$ cat src/rtl/plcd_pkg.sv
`default_nettype none
// ----------------------------------------------------------------------------
// plcd_pkg
// Shared types, constants and the CRC byte function of the payload CRC-32
// and lane digest block.
// ----------------------------------------------------------------------------
package plcd_pkg;

  localparam logic [31:0] CRC_POLY = 32'hEDB88320;
  localparam logic [31:0] CRC_ONES = 32'hFFFFFFFF;

  localparam logic [63:0] LANE_INIT0 = 64'h243F6A8885A308D3;
  localparam logic [63:0] LANE_INIT1 = 64'h13198A2E03707344;
  localparam logic [63:0] LANE_INIT2 = 64'hA4093822299F31D0;
  localparam logic [63:0] LANE_INIT3 = 64'h082EFA98EC4E6C89;
  localparam logic [3:0][63:0] LANE_INIT = {LANE_INIT3, LANE_INIT2, LANE_INIT1, LANE_INIT0};

  localparam logic [63:0] MIX_ADD = 64'h9E3779B97F4A7C15;
  localparam logic [63:0] MIX_MUL = 64'hFF51AFD7ED558CCD;
  localparam logic [63:0] FIN_MUL = 64'hC4CEB9FE1A85EC53;

  // queue between front and back
  localparam int QDEPTH = 4;
  localparam int QAW    = $clog2(QDEPTH);
  localparam int QCW    = $clog2(QDEPTH + 1);

  typedef struct packed {
    logic [7:0]  data_byte;
    logic        has_byte;
    logic        last;
    logic [31:0] crc;       // final CRC, meaningful when last is set
  } qent_t;

  typedef enum logic [2:0] {
    ST_IDLE,
    ST_SUM,
    ST_XOR,
    ST_MUL,
    ST_MIX,
    ST_FXOR,
    ST_OUT
  } st_t;

  function automatic logic [31:0] crc_byte(input logic [31:0] crc, input logic [7:0] b);
    logic [31:0] r;
    r = crc ^ {24'd0, b};
    for (int k = 0; k < 8; k++) begin
      r = r[0] ? ((r >> 1) ^ CRC_POLY) : (r >> 1);
    end
    return r;
  endfunction

endpackage
`default_nettype wire

$ cat src/rtl/payload_crc32_and_lane_digest.sv
`default_nettype none
// ----------------------------------------------------------------------------
// payload_crc32_and_lane_digest
// Byte-stream CRC-32 and four-lane 256-bit digest.
// ----------------------------------------------------------------------------
// Input channel (in_valid/in_ready): one payload byte per transfer, with
// in_has_byte marking a real byte and in_last closing the message. The front
// end takes a transfer every cycle while its four-entry queue has room; the
// CRC is updated there in the same cycle.
// Result channel (out_valid/out_ready): four transfers per message, digest
// words 0 to 3, each with the final CRC; out_last_word marks the fourth.
// Throughput is set by the back end, which shares one 32x32 multiplier
// and works on one payload byte at a time: sum, xor, multiply, mix,
// dispatch. Closing a message adds the two finalization rounds (8 lane
// updates) and the four result words.
// Items with neither a byte nor last are dropped at the front end.
// A stalled receiver holds the output register and, while result words
// remain, the back end; the front end keeps taking transfers until the
// queue fills. Reset (rst_n low, synchronous) clears the queue, restarts
// the CRC and loads the lane constants and a zero byte count.
// ----------------------------------------------------------------------------
module payload_crc32_and_lane_digest (
  input  wire logic        clk,
  input  wire logic        rst_n,
  input  wire logic        in_valid,
  output logic             in_ready,
  input  wire logic [7:0]  in_data_byte,
  input  wire logic        in_has_byte,
  input  wire logic        in_last,
  output logic             out_valid,
  input  wire logic        out_ready,
  output logic [63:0]      out_digest_word,
  output logic [1:0]       out_word_index,
  output logic [31:0]      out_crc_value,
  output logic             out_last_word
);

  plcd_pkg::qent_t push_data;
  plcd_pkg::qent_t pop_data;
  logic q_push, q_full, q_pop, q_empty;

  plcd_front u_front (
    .clk          (clk),
    .rst_n        (rst_n),
    .in_valid     (in_valid),
    .in_ready     (in_ready),
    .in_data_byte (in_data_byte),
    .in_has_byte  (in_has_byte),
    .in_last      (in_last),
    .q_push       (q_push),
    .q_data       (push_data),
    .q_full       (q_full)
  );

  plcd_queue u_queue (
    .clk       (clk),
    .rst_n     (rst_n),
    .push      (q_push),
    .push_data (push_data),
    .full      (q_full),
    .pop       (q_pop),
    .pop_data  (pop_data),
    .empty     (q_empty)
  );

  plcd_back u_back (
    .clk             (clk),
    .rst_n           (rst_n),
    .q_pop           (q_pop),
    .q_data          (pop_data),
    .q_empty         (q_empty),
    .out_valid       (out_valid),
    .out_ready       (out_ready),
    .out_digest_word (out_digest_word),
    .out_word_index  (out_word_index),
    .out_crc_value   (out_crc_value),
    .out_last_word   (out_last_word)
  );

endmodule
`default_nettype wire

$ cat src/rtl/plcd_queue.sv
`default_nettype none
// ----------------------------------------------------------------------------
// plcd_queue
// Short first-in first-out queue of classified items between the front and
// the back of the digest block.
// ----------------------------------------------------------------------------
module plcd_queue (
  input  wire logic           clk,
  input  wire logic           rst_n,
  input  wire logic           push,
  input  wire plcd_pkg::qent_t push_data,
  output logic                full,
  input  wire logic           pop,
  output plcd_pkg::qent_t     pop_data,
  output logic                empty
);

  plcd_pkg::qent_t [plcd_pkg::QDEPTH-1:0] mem_r;
  logic [plcd_pkg::QAW-1:0] wptr_r, wptr_nxt;
  logic [plcd_pkg::QAW-1:0] rptr_r, rptr_nxt;
  logic [plcd_pkg::QCW-1:0] cnt_r, cnt_nxt;
  logic do_push, do_pop;

  assign full     = (cnt_r == plcd_pkg::QCW'(plcd_pkg::QDEPTH));
  assign empty    = (cnt_r == '0);
  assign do_push  = push && !full;
  assign do_pop   = pop && !empty;
  assign pop_data = mem_r[rptr_r];

  always_comb begin
    wptr_nxt = do_push ? wptr_r + 1'b1 : wptr_r;
    rptr_nxt = do_pop ? rptr_r + 1'b1 : rptr_r;
    cnt_nxt  = cnt_r;
    if (do_push && !do_pop) begin
      cnt_nxt = cnt_r + 1'b1;
    end else if (do_pop && !do_push) begin
      cnt_nxt = cnt_r - 1'b1;
    end
  end

  always_ff @(posedge clk) begin
    if (!rst_n) begin
      wptr_r <= '0;
      rptr_r <= '0;
      cnt_r  <= '0;
    end else begin
      wptr_r <= wptr_nxt;
      rptr_r <= rptr_nxt;
      cnt_r  <= cnt_nxt;
    end
  end

  always_ff @(posedge clk) begin
    if (do_push) begin
      mem_r[wptr_r] <= push_data;
    end
  end

endmodule
`default_nettype wire

$ cat src/rtl/plcd_front.sv
`default_nettype none
// ----------------------------------------------------------------------------
// plcd_front
// Input side: takes one item per cycle while the queue has room, runs the
// CRC-32 byte update, drops items with no byte and no last, queues the rest.
// ----------------------------------------------------------------------------
module plcd_front (
  input  wire logic       clk,
  input  wire logic       rst_n,
  input  wire logic       in_valid,
  output logic            in_ready,
  input  wire logic [7:0] in_data_byte,
  input  wire logic       in_has_byte,
  input  wire logic       in_last,
  output logic            q_push,
  output plcd_pkg::qent_t q_data,
  input  wire logic       q_full
);

  logic [31:0] crc_r, crc_nxt;
  logic [31:0] crc_upd;
  logic        xfer;

  assign in_ready = !q_full;
  assign xfer     = in_valid && in_ready;
  assign crc_upd  = in_has_byte ? plcd_pkg::crc_byte(crc_r, in_data_byte) : crc_r;

  always_comb begin
    q_push           = xfer && (in_has_byte || in_last);
    q_data.data_byte = in_data_byte;
    q_data.has_byte  = in_has_byte;
    q_data.last      = in_last;
    q_data.crc       = ~crc_upd;
    crc_nxt          = crc_r;
    if (xfer) begin
      // restart the CRC once a message closes
      crc_nxt = in_last ? plcd_pkg::CRC_ONES : crc_upd;
    end
  end

  always_ff @(posedge clk) begin
    if (!rst_n) begin
      crc_r <= plcd_pkg::CRC_ONES;
    end else begin
      crc_r <= crc_nxt;
    end
  end

endmodule
`default_nettype wire

$ cat src/rtl/plcd_back.sv
`default_nettype none
// ----------------------------------------------------------------------------
// plcd_back
// Digest engine: mixes queued bytes into the four lanes through one shared
// 32x32 multiplier, runs the two finalization rounds and drives the result
// register.
// ----------------------------------------------------------------------------
module plcd_back (
  input  wire logic        clk,
  input  wire logic        rst_n,
  output logic             q_pop,
  input  wire plcd_pkg::qent_t q_data,
  input  wire logic        q_empty,
  output logic             out_valid,
  input  wire logic        out_ready,
  output logic [63:0]      out_digest_word,
  output logic [1:0]       out_word_index,
  output logic [31:0]      out_crc_value,
  output logic             out_last_word
);

  plcd_pkg::st_t state_r, state_nxt;

  logic [3:0][63:0] lanes_r, lanes_nxt;
  logic [63:0]      count_r, count_nxt;
  logic [63:0]      acc_r, acc_nxt;
  logic [63:0]      x_r, x_nxt;
  logic [63:0]      prod_r, prod_nxt;
  logic [1:0]       mul_cnt_r, mul_cnt_nxt;
  logic [1:0]       idx_r, idx_nxt;
  logic             round_r, round_nxt;
  logic             fin_r, fin_nxt;
  logic             last_r, last_nxt;
  logic [7:0]       byte_r, byte_nxt;
  logic [31:0]      crc_r, crc_nxt;

  logic             ov_r, ov_nxt;
  logic [63:0]      ow_r, ow_nxt;
  logic [1:0]       oi_r, oi_nxt;
  logic [31:0]      oc_r, oc_nxt;
  logic             ol_r, ol_nxt;

  logic [63:0] mconst;
  logic [31:0] opa, opb;
  logic [63:0] lane_sel;
  logic [63:0] mixed;

  assign mconst   = fin_r ? plcd_pkg::FIN_MUL : plcd_pkg::MIX_MUL;
  assign opa      = (mul_cnt_r == 2'd2) ? x_r[63:32] : x_r[31:0];
  assign opb      = (mul_cnt_r == 2'd1) ? mconst[63:32] : mconst[31:0];
  assign lane_sel = lanes_r[idx_r];
  assign mixed    = fin_r ? (acc_r ^ (acc_r >> 29)) : (acc_r ^ (acc_r >> 33));

  assign out_valid       = ov_r;
  assign out_digest_word = ow_r;
  assign out_word_index  = oi_r;
  assign out_crc_value   = oc_r;
  assign out_last_word   = ol_r;

  always_comb begin
    state_nxt   = state_r;
    lanes_nxt   = lanes_r;
    count_nxt   = count_r;
    acc_nxt     = acc_r;
    x_nxt       = x_r;
    prod_nxt    = {32'd0, opa} * {32'd0, opb};
    mul_cnt_nxt = mul_cnt_r;
    idx_nxt     = idx_r;
    round_nxt   = round_r;
    fin_nxt     = fin_r;
    last_nxt    = last_r;
    byte_nxt    = byte_r;
    crc_nxt     = crc_r;
    q_pop       = 1'b0;
    ov_nxt      = ov_r && !out_ready;
    ow_nxt      = ow_r;
    oi_nxt      = oi_r;
    oc_nxt      = oc_r;
    ol_nxt      = ol_r;

    case (state_r)
      plcd_pkg::ST_IDLE: begin
        if (!q_empty) begin
          q_pop    = 1'b1;
          byte_nxt = q_data.data_byte;
          last_nxt = q_data.last;
          crc_nxt  = q_data.crc;
          round_nxt = 1'b0;
          if (q_data.has_byte) begin
            idx_nxt   = count_r[1:0];
            fin_nxt   = 1'b0;
            state_nxt = plcd_pkg::ST_SUM;
          end else begin
            // close-only item: go straight to finalization
            idx_nxt   = 2'd0;
            fin_nxt   = 1'b1;
            state_nxt = plcd_pkg::ST_FXOR;
          end
        end
      end

      plcd_pkg::ST_SUM: begin
        acc_nxt   = (lane_sel << 6) + (lane_sel >> 2);
        state_nxt = plcd_pkg::ST_XOR;
      end

      plcd_pkg::ST_XOR: begin
        x_nxt       = lane_sel ^ (acc_r + {56'd0, byte_r} + plcd_pkg::MIX_ADD);
        mul_cnt_nxt = 2'd0;
        state_nxt   = plcd_pkg::ST_MUL;
      end

      plcd_pkg::ST_FXOR: begin
        x_nxt       = lane_sel ^ lanes_r[idx_r + 2'd1];
        mul_cnt_nxt = 2'd0;
        state_nxt   = plcd_pkg::ST_MUL;
      end

      plcd_pkg::ST_MUL: begin
        // partial products lo*lo, lo*hi, hi*lo, accumulated from the registered product
        mul_cnt_nxt = mul_cnt_r + 2'd1;
        case (mul_cnt_r)
          2'd0: acc_nxt = acc_r;
          2'd1: acc_nxt = prod_r;
          default: acc_nxt = acc_r + {prod_r[31:0], 32'd0};
        endcase
        if (mul_cnt_r == 2'd3) begin
          state_nxt = plcd_pkg::ST_MIX;
        end
      end

      plcd_pkg::ST_MIX: begin
        lanes_nxt[idx_r] = mixed;
        if (fin_r) begin
          idx_nxt = idx_r + 2'd1;
          if (idx_r == 2'd3) begin
            round_nxt = 1'b1;
          end
          if (idx_r == 2'd3 && round_r) begin
            state_nxt = plcd_pkg::ST_OUT;
          end else begin
            state_nxt = plcd_pkg::ST_FXOR;
          end
        end else begin
          count_nxt = count_r + 64'd1;
          if (last_r) begin
            idx_nxt   = 2'd0;
            round_nxt = 1'b0;
            fin_nxt   = 1'b1;
            state_nxt = plcd_pkg::ST_FXOR;
          end else begin
            state_nxt = plcd_pkg::ST_IDLE;
          end
        end
      end

      plcd_pkg::ST_OUT: begin
        if (!ov_r || out_ready) begin
          ov_nxt = 1'b1;
          ow_nxt = (idx_r == 2'd0) ? (lane_sel ^ count_r) : lane_sel;
          oi_nxt = idx_r;
          oc_nxt = crc_r;
          ol_nxt = (idx_r == 2'd3);
          idx_nxt = idx_r + 2'd1;
          if (idx_r == 2'd3) begin
            // message done: return to the start state
            lanes_nxt = plcd_pkg::LANE_INIT;
            count_nxt = '0;
            fin_nxt   = 1'b0;
            state_nxt = plcd_pkg::ST_IDLE;
          end
        end
      end

      default: begin
        state_nxt = plcd_pkg::ST_IDLE;
      end
    endcase
  end

  always_ff @(posedge clk) begin
    if (!rst_n) begin
      state_r   <= plcd_pkg::ST_IDLE;
      lanes_r   <= plcd_pkg::LANE_INIT;
      count_r   <= '0;
      mul_cnt_r <= '0;
      idx_r     <= '0;
      round_r   <= 1'b0;
      fin_r     <= 1'b0;
      last_r    <= 1'b0;
      ov_r      <= 1'b0;
    end else begin
      state_r   <= state_nxt;
      lanes_r   <= lanes_nxt;
      count_r   <= count_nxt;
      mul_cnt_r <= mul_cnt_nxt;
      idx_r     <= idx_nxt;
      round_r   <= round_nxt;
      fin_r     <= fin_nxt;
      last_r    <= last_nxt;
      ov_r      <= ov_nxt;
    end
  end

  always_ff @(posedge clk) begin
    acc_r  <= acc_nxt;
    x_r    <= x_nxt;
    prod_r <= prod_nxt;
    byte_r <= byte_nxt;
    crc_r  <= crc_nxt;
    ow_r   <= ow_nxt;
    oi_r   <= oi_nxt;
    oc_r   <= oc_nxt;
    ol_r   <= ol_nxt;
  end

endmodule
`default_nettype wire

$ cat config.mk
export PLATFORM = sky130hd
export DESIGN_NAME = payload_crc32_and_lane_digest
export DESIGN_NICKNAME = d
export VERILOG_FILES = /design/src/rtl/plcd_pkg.sv /design/src/rtl/payload_crc32_and_lane_digest.sv /design/src/rtl/plcd_queue.sv /design/src/rtl/plcd_front.sv /design/src/rtl/plcd_back.sv
export SDC_FILE = /design/constraint.sdc
export NUM_CORES = 2
export LEC_CHECK = 0
export ABC_AREA = 1
export BUFFER_PORTS_ARGS = -buffer_cell sky130_fd_sc_hd__buf_2
export CAP_MARGIN = 5
export CORE_MARGIN = 2
export CORE_UTILIZATION = 31
export CTS_CLUSTER_SIZE = 8
export DETAILED_ROUTE_END_ITERATION = 10
export GPL_TIMING_DRIVEN = 1
export SLEW_MARGIN = 20
export SYNTH_ARGS = -nofsm -noshare
export SYNTH_HDL_FRONTEND = slang
export SYNTH_HIERARCHICAL = 1
export SYNTH_SLANG_ARGS = --single-unit
$ cat constraint.sdc
create_clock -name clk -period 21.1 [get_ports clk]
set_input_delay 3.165 -clock clk [delete_from_list [all_inputs] [get_ports clk]]
set_output_delay 3.165 -clock clk [all_outputs]
set_load 0.01 [all_outputs]
==> impl_metrics.toml <==
[setup_path]
r2r_end = "u_back/prod_r[56]"
endpoint_kind = "flip-flop"
ff2ff_setup_slack_ns = 11.58
cpMostUsedCell = "fa_1"
startpoint_type = "flip-flop"
required_ns = 21.81
crit_slowest_cell = "nor2_1"
rr_worst_depth = 32
crit_type = "reg2reg"
cp_max_fo = 59
max_stage_delay_ns = 0.68
worstPathArrival_ns = 10.23
r2r-start = "u_back/mul_cnt_r[0]"

[job]
cap_violations = 0

[cts]
postCtsSetupBuffers = 0
cts_root_buf = "clkbuf_16"
cts_buffers = 130
clockBufferDepth = 3
clk_pin_slew_ns = 0.05
cts.sinks = 869
cts_resized = 0
cts_tree = "done"
hold_buffers = 0
h-tree-depth = 4
insertion_delay_ns = 0.82

[placed_design]
dp.cells = 14113
dp_hpwl_um = 273000
routabilityCongestion = 1.07
port_buffers = 114
place_ws_ns = 11.72

[routing]
drt_wl_total_um = 343000
wl_met3_um = 34100
first_pass_iters = 7
drt_iter0_markers = 8524
drt-met1-wl_um = 135000
wl_per_cell_um = 23.9
ant_nets = 0
routed_via_density = 5.18
vias = 74238
maxUsedRoutingLayer = "met5"
drcViolationCount = 0
wl_met2_um = 148000

[layout]
fin_cells = 14345
nets = 12026
area_growth_pct = 10.4
layout-drive-gt1-share_pct = 5.77
final_cell_mix = "nand2_1 (2607), inv_1 (1830), nor2_1 (967)"
final_common_cell = "nand2_1"

[sta]
rsz0062_at_grt = "false"
relSlewSlack_pct = 20.3
finalHoldViolCount = 0
worstMarginPinSlew_ns = 1.20
setup_viol_count_final = 0
timing.final.ws_setup_ns = 11.58
skew_ns = 0.0762
min_period_over_period_pct = 45.1
max_freq_ghz = 0.105
fin_crit_ns = 9.52
fin_tns_setup_ns = 0
timing.hold.ws_ns = 0.410
drv_slew = 0

[logic_synthesis]
synth_warnings = 6
synth_edf_count = 435
synth.distinct_cells = 71
ys_seq_area_share_pct = 26.3
ys_ff_latch = 869
synthFlopType = "edfxtp_1"
syn-cell-area_um2 = 82700
async_flop_share_pct = 0
avgSynthCellArea_um2 = 7.73
synth_cells = 10702
synth_fp_nets = 12015

[die]
rows = 189
die_w_um = 520
start_util_pct = 31.2
die_y_um = 520
core-area_um2 = 265000
fp.dieArea_um2 = 271000
ios = 115

[min_path]
holdPathStages = 0
worstHoldStart = "u_back/crc_r[29]"
holdCritPathClass = "reg2reg"
hold_path_end = "u_back/out_crc_value[29]"

[global_routing]
grt_pass1_vias = 71265
grt_antenna_before_repair = 20
grt_max_degree = 128
overflow = 0
grt_pass1_wl_um = 493000
grt.total_usage_pct = 24.8

[run_status]
outcome = "completed"
==> cell families (layout without fill, tap and decap cells) <==
family	Yosys count	count (layout)	share of synthesized area, %
simple gates	4436	4436	22.2
buf+inv	2240	2347	10.5
compound gates	1525	1525	10.6
fa+ha+maj	1299	1299	26.8
flops	869	869	26.3
xor+xnor	331	331	3.55
other cells	1	4	0.00454
mux	1	1	0.0121
==> state kept, by name, summed over array words and instances (netlist names), 3 cells and up <==
name                    flops
u_queue/mem_r             168
u_back/acc_r               64
u_back/byte_r               8
u_queue/cnt_r               3
u_back/x_r                 64
u_back/count_r             64
u_back/out_digest_word     64
u_back/prod_r              64
u_back/state_r              3
u_front/crc_r              32
u_back/lanes_r            256
u_back/out_crc_value       32
u_back/crc_r               32
==> cells in the mapped netlist, types with 19 or more instances <==
cell type | number | area [um^2]
buf_1 | 40 | 150
ha_1 | 516 | 6460
o211ai_1 | 20 | 150
nand3_1 | 486 | 2430
o22ai_1 | 83 | 519
a31oi_1 | 36 | 225
nor2_1 | 976 | 3660
xnor2_1 | 54 | 473
a21oi_1 | 611 | 3060
buf_2 | 82 | 410
or2_2 | 24 | 150
clkbuf_1 | 218 | 818
xor2_1 | 274 | 2400
inv_1 | 1834 | 6880
o21ai_0 | 483 | 2420
inv_2 | 32 | 120
dfxtp_1 | 434 | 8690
o21a_1 | 28 | 210
edfxtp_1 | 435 | 13100
o21ai_1 | 24 | 120
nor2_4 | 22 | 248
nor3_1 | 114 | 571
nand2_2 | 27 | 169
o21bai_1 | 56 | 420
o22ai_2 | 19 | 238
fa_1 | 783 | 15700
nand2_1 | 2609 | 9790
a32o_1 | 33 | 330
nand4_1 | 81 | 507
a21o_1 | 34 | 255
==> area by class of cell <==
cell class / instances / area [um^2]
antenna: 3 / 7.51
clock buffer: 208 / 3570
clock inverter: 20 / 515
fill: 28136 / 174000
inverter: 1877 / 7070
multi-input combinational: 7593 / 52400
sequential: 869 / 21800
tap: 3533 / 4420
timing repair buffer: 242 / 1550
==> how the worst max path moves through the flow <==
stage | startpoint | end | slack [ns] | cells after the start
finish | u_back/mul_cnt_r[0] | u_back/prod_r[56] | 11.58 | 32
global route | u_back/mul_cnt_r[0] | u_back/prod_r[62] | 11.08 | 31
CTS | u_back/mul_cnt_r[0] | u_back/prod_r[56] | 11.66 | 32
detailed placement | u_back/mul_cnt_r[1] | u_back/prod_r[56] | 11.72 | 29
global placement | u_back/mul_cnt_r[1] | u_back/prod_r[56] | 11.74 | 31
floorplan | u_back/mul_cnt_r[1] | u_back/prod_r[62] | 12.84 | 32
==> routing by layer <==
metal / track usage [%] / up-vias
li1: - / 33871
met1: 31.9 / 35436
met2: 37.6 / 4030
met3: 5.30 / 885
met4: 15.9 / 16
met5: 0 / -
==> critical path: cells and delay by family, from the launching register on <==
family | cells | cell delay (ns)
and+or+nand+nor | 11 | 1.93
buffers and inverters | 9 | 1.70
AOI/OAI and AO/OA | 2 | 0.80
adders and majority gates | 10 | 4.58
DFF | 1 | 0.35
==> stage by stage <==
step	utilization [%]	area, um^2
2_1_floorplan	-	82700
3_3_place_gp	32.9	87200
3_5_place_dp	32.9	87200
4_1_cts	34.4	91300
5_1_grt	34.4	91300
6_report	34.4	91300
Power is not shown: default switching activity piles up to over one toggle a cycle in this logic, so the estimate is an artifact.
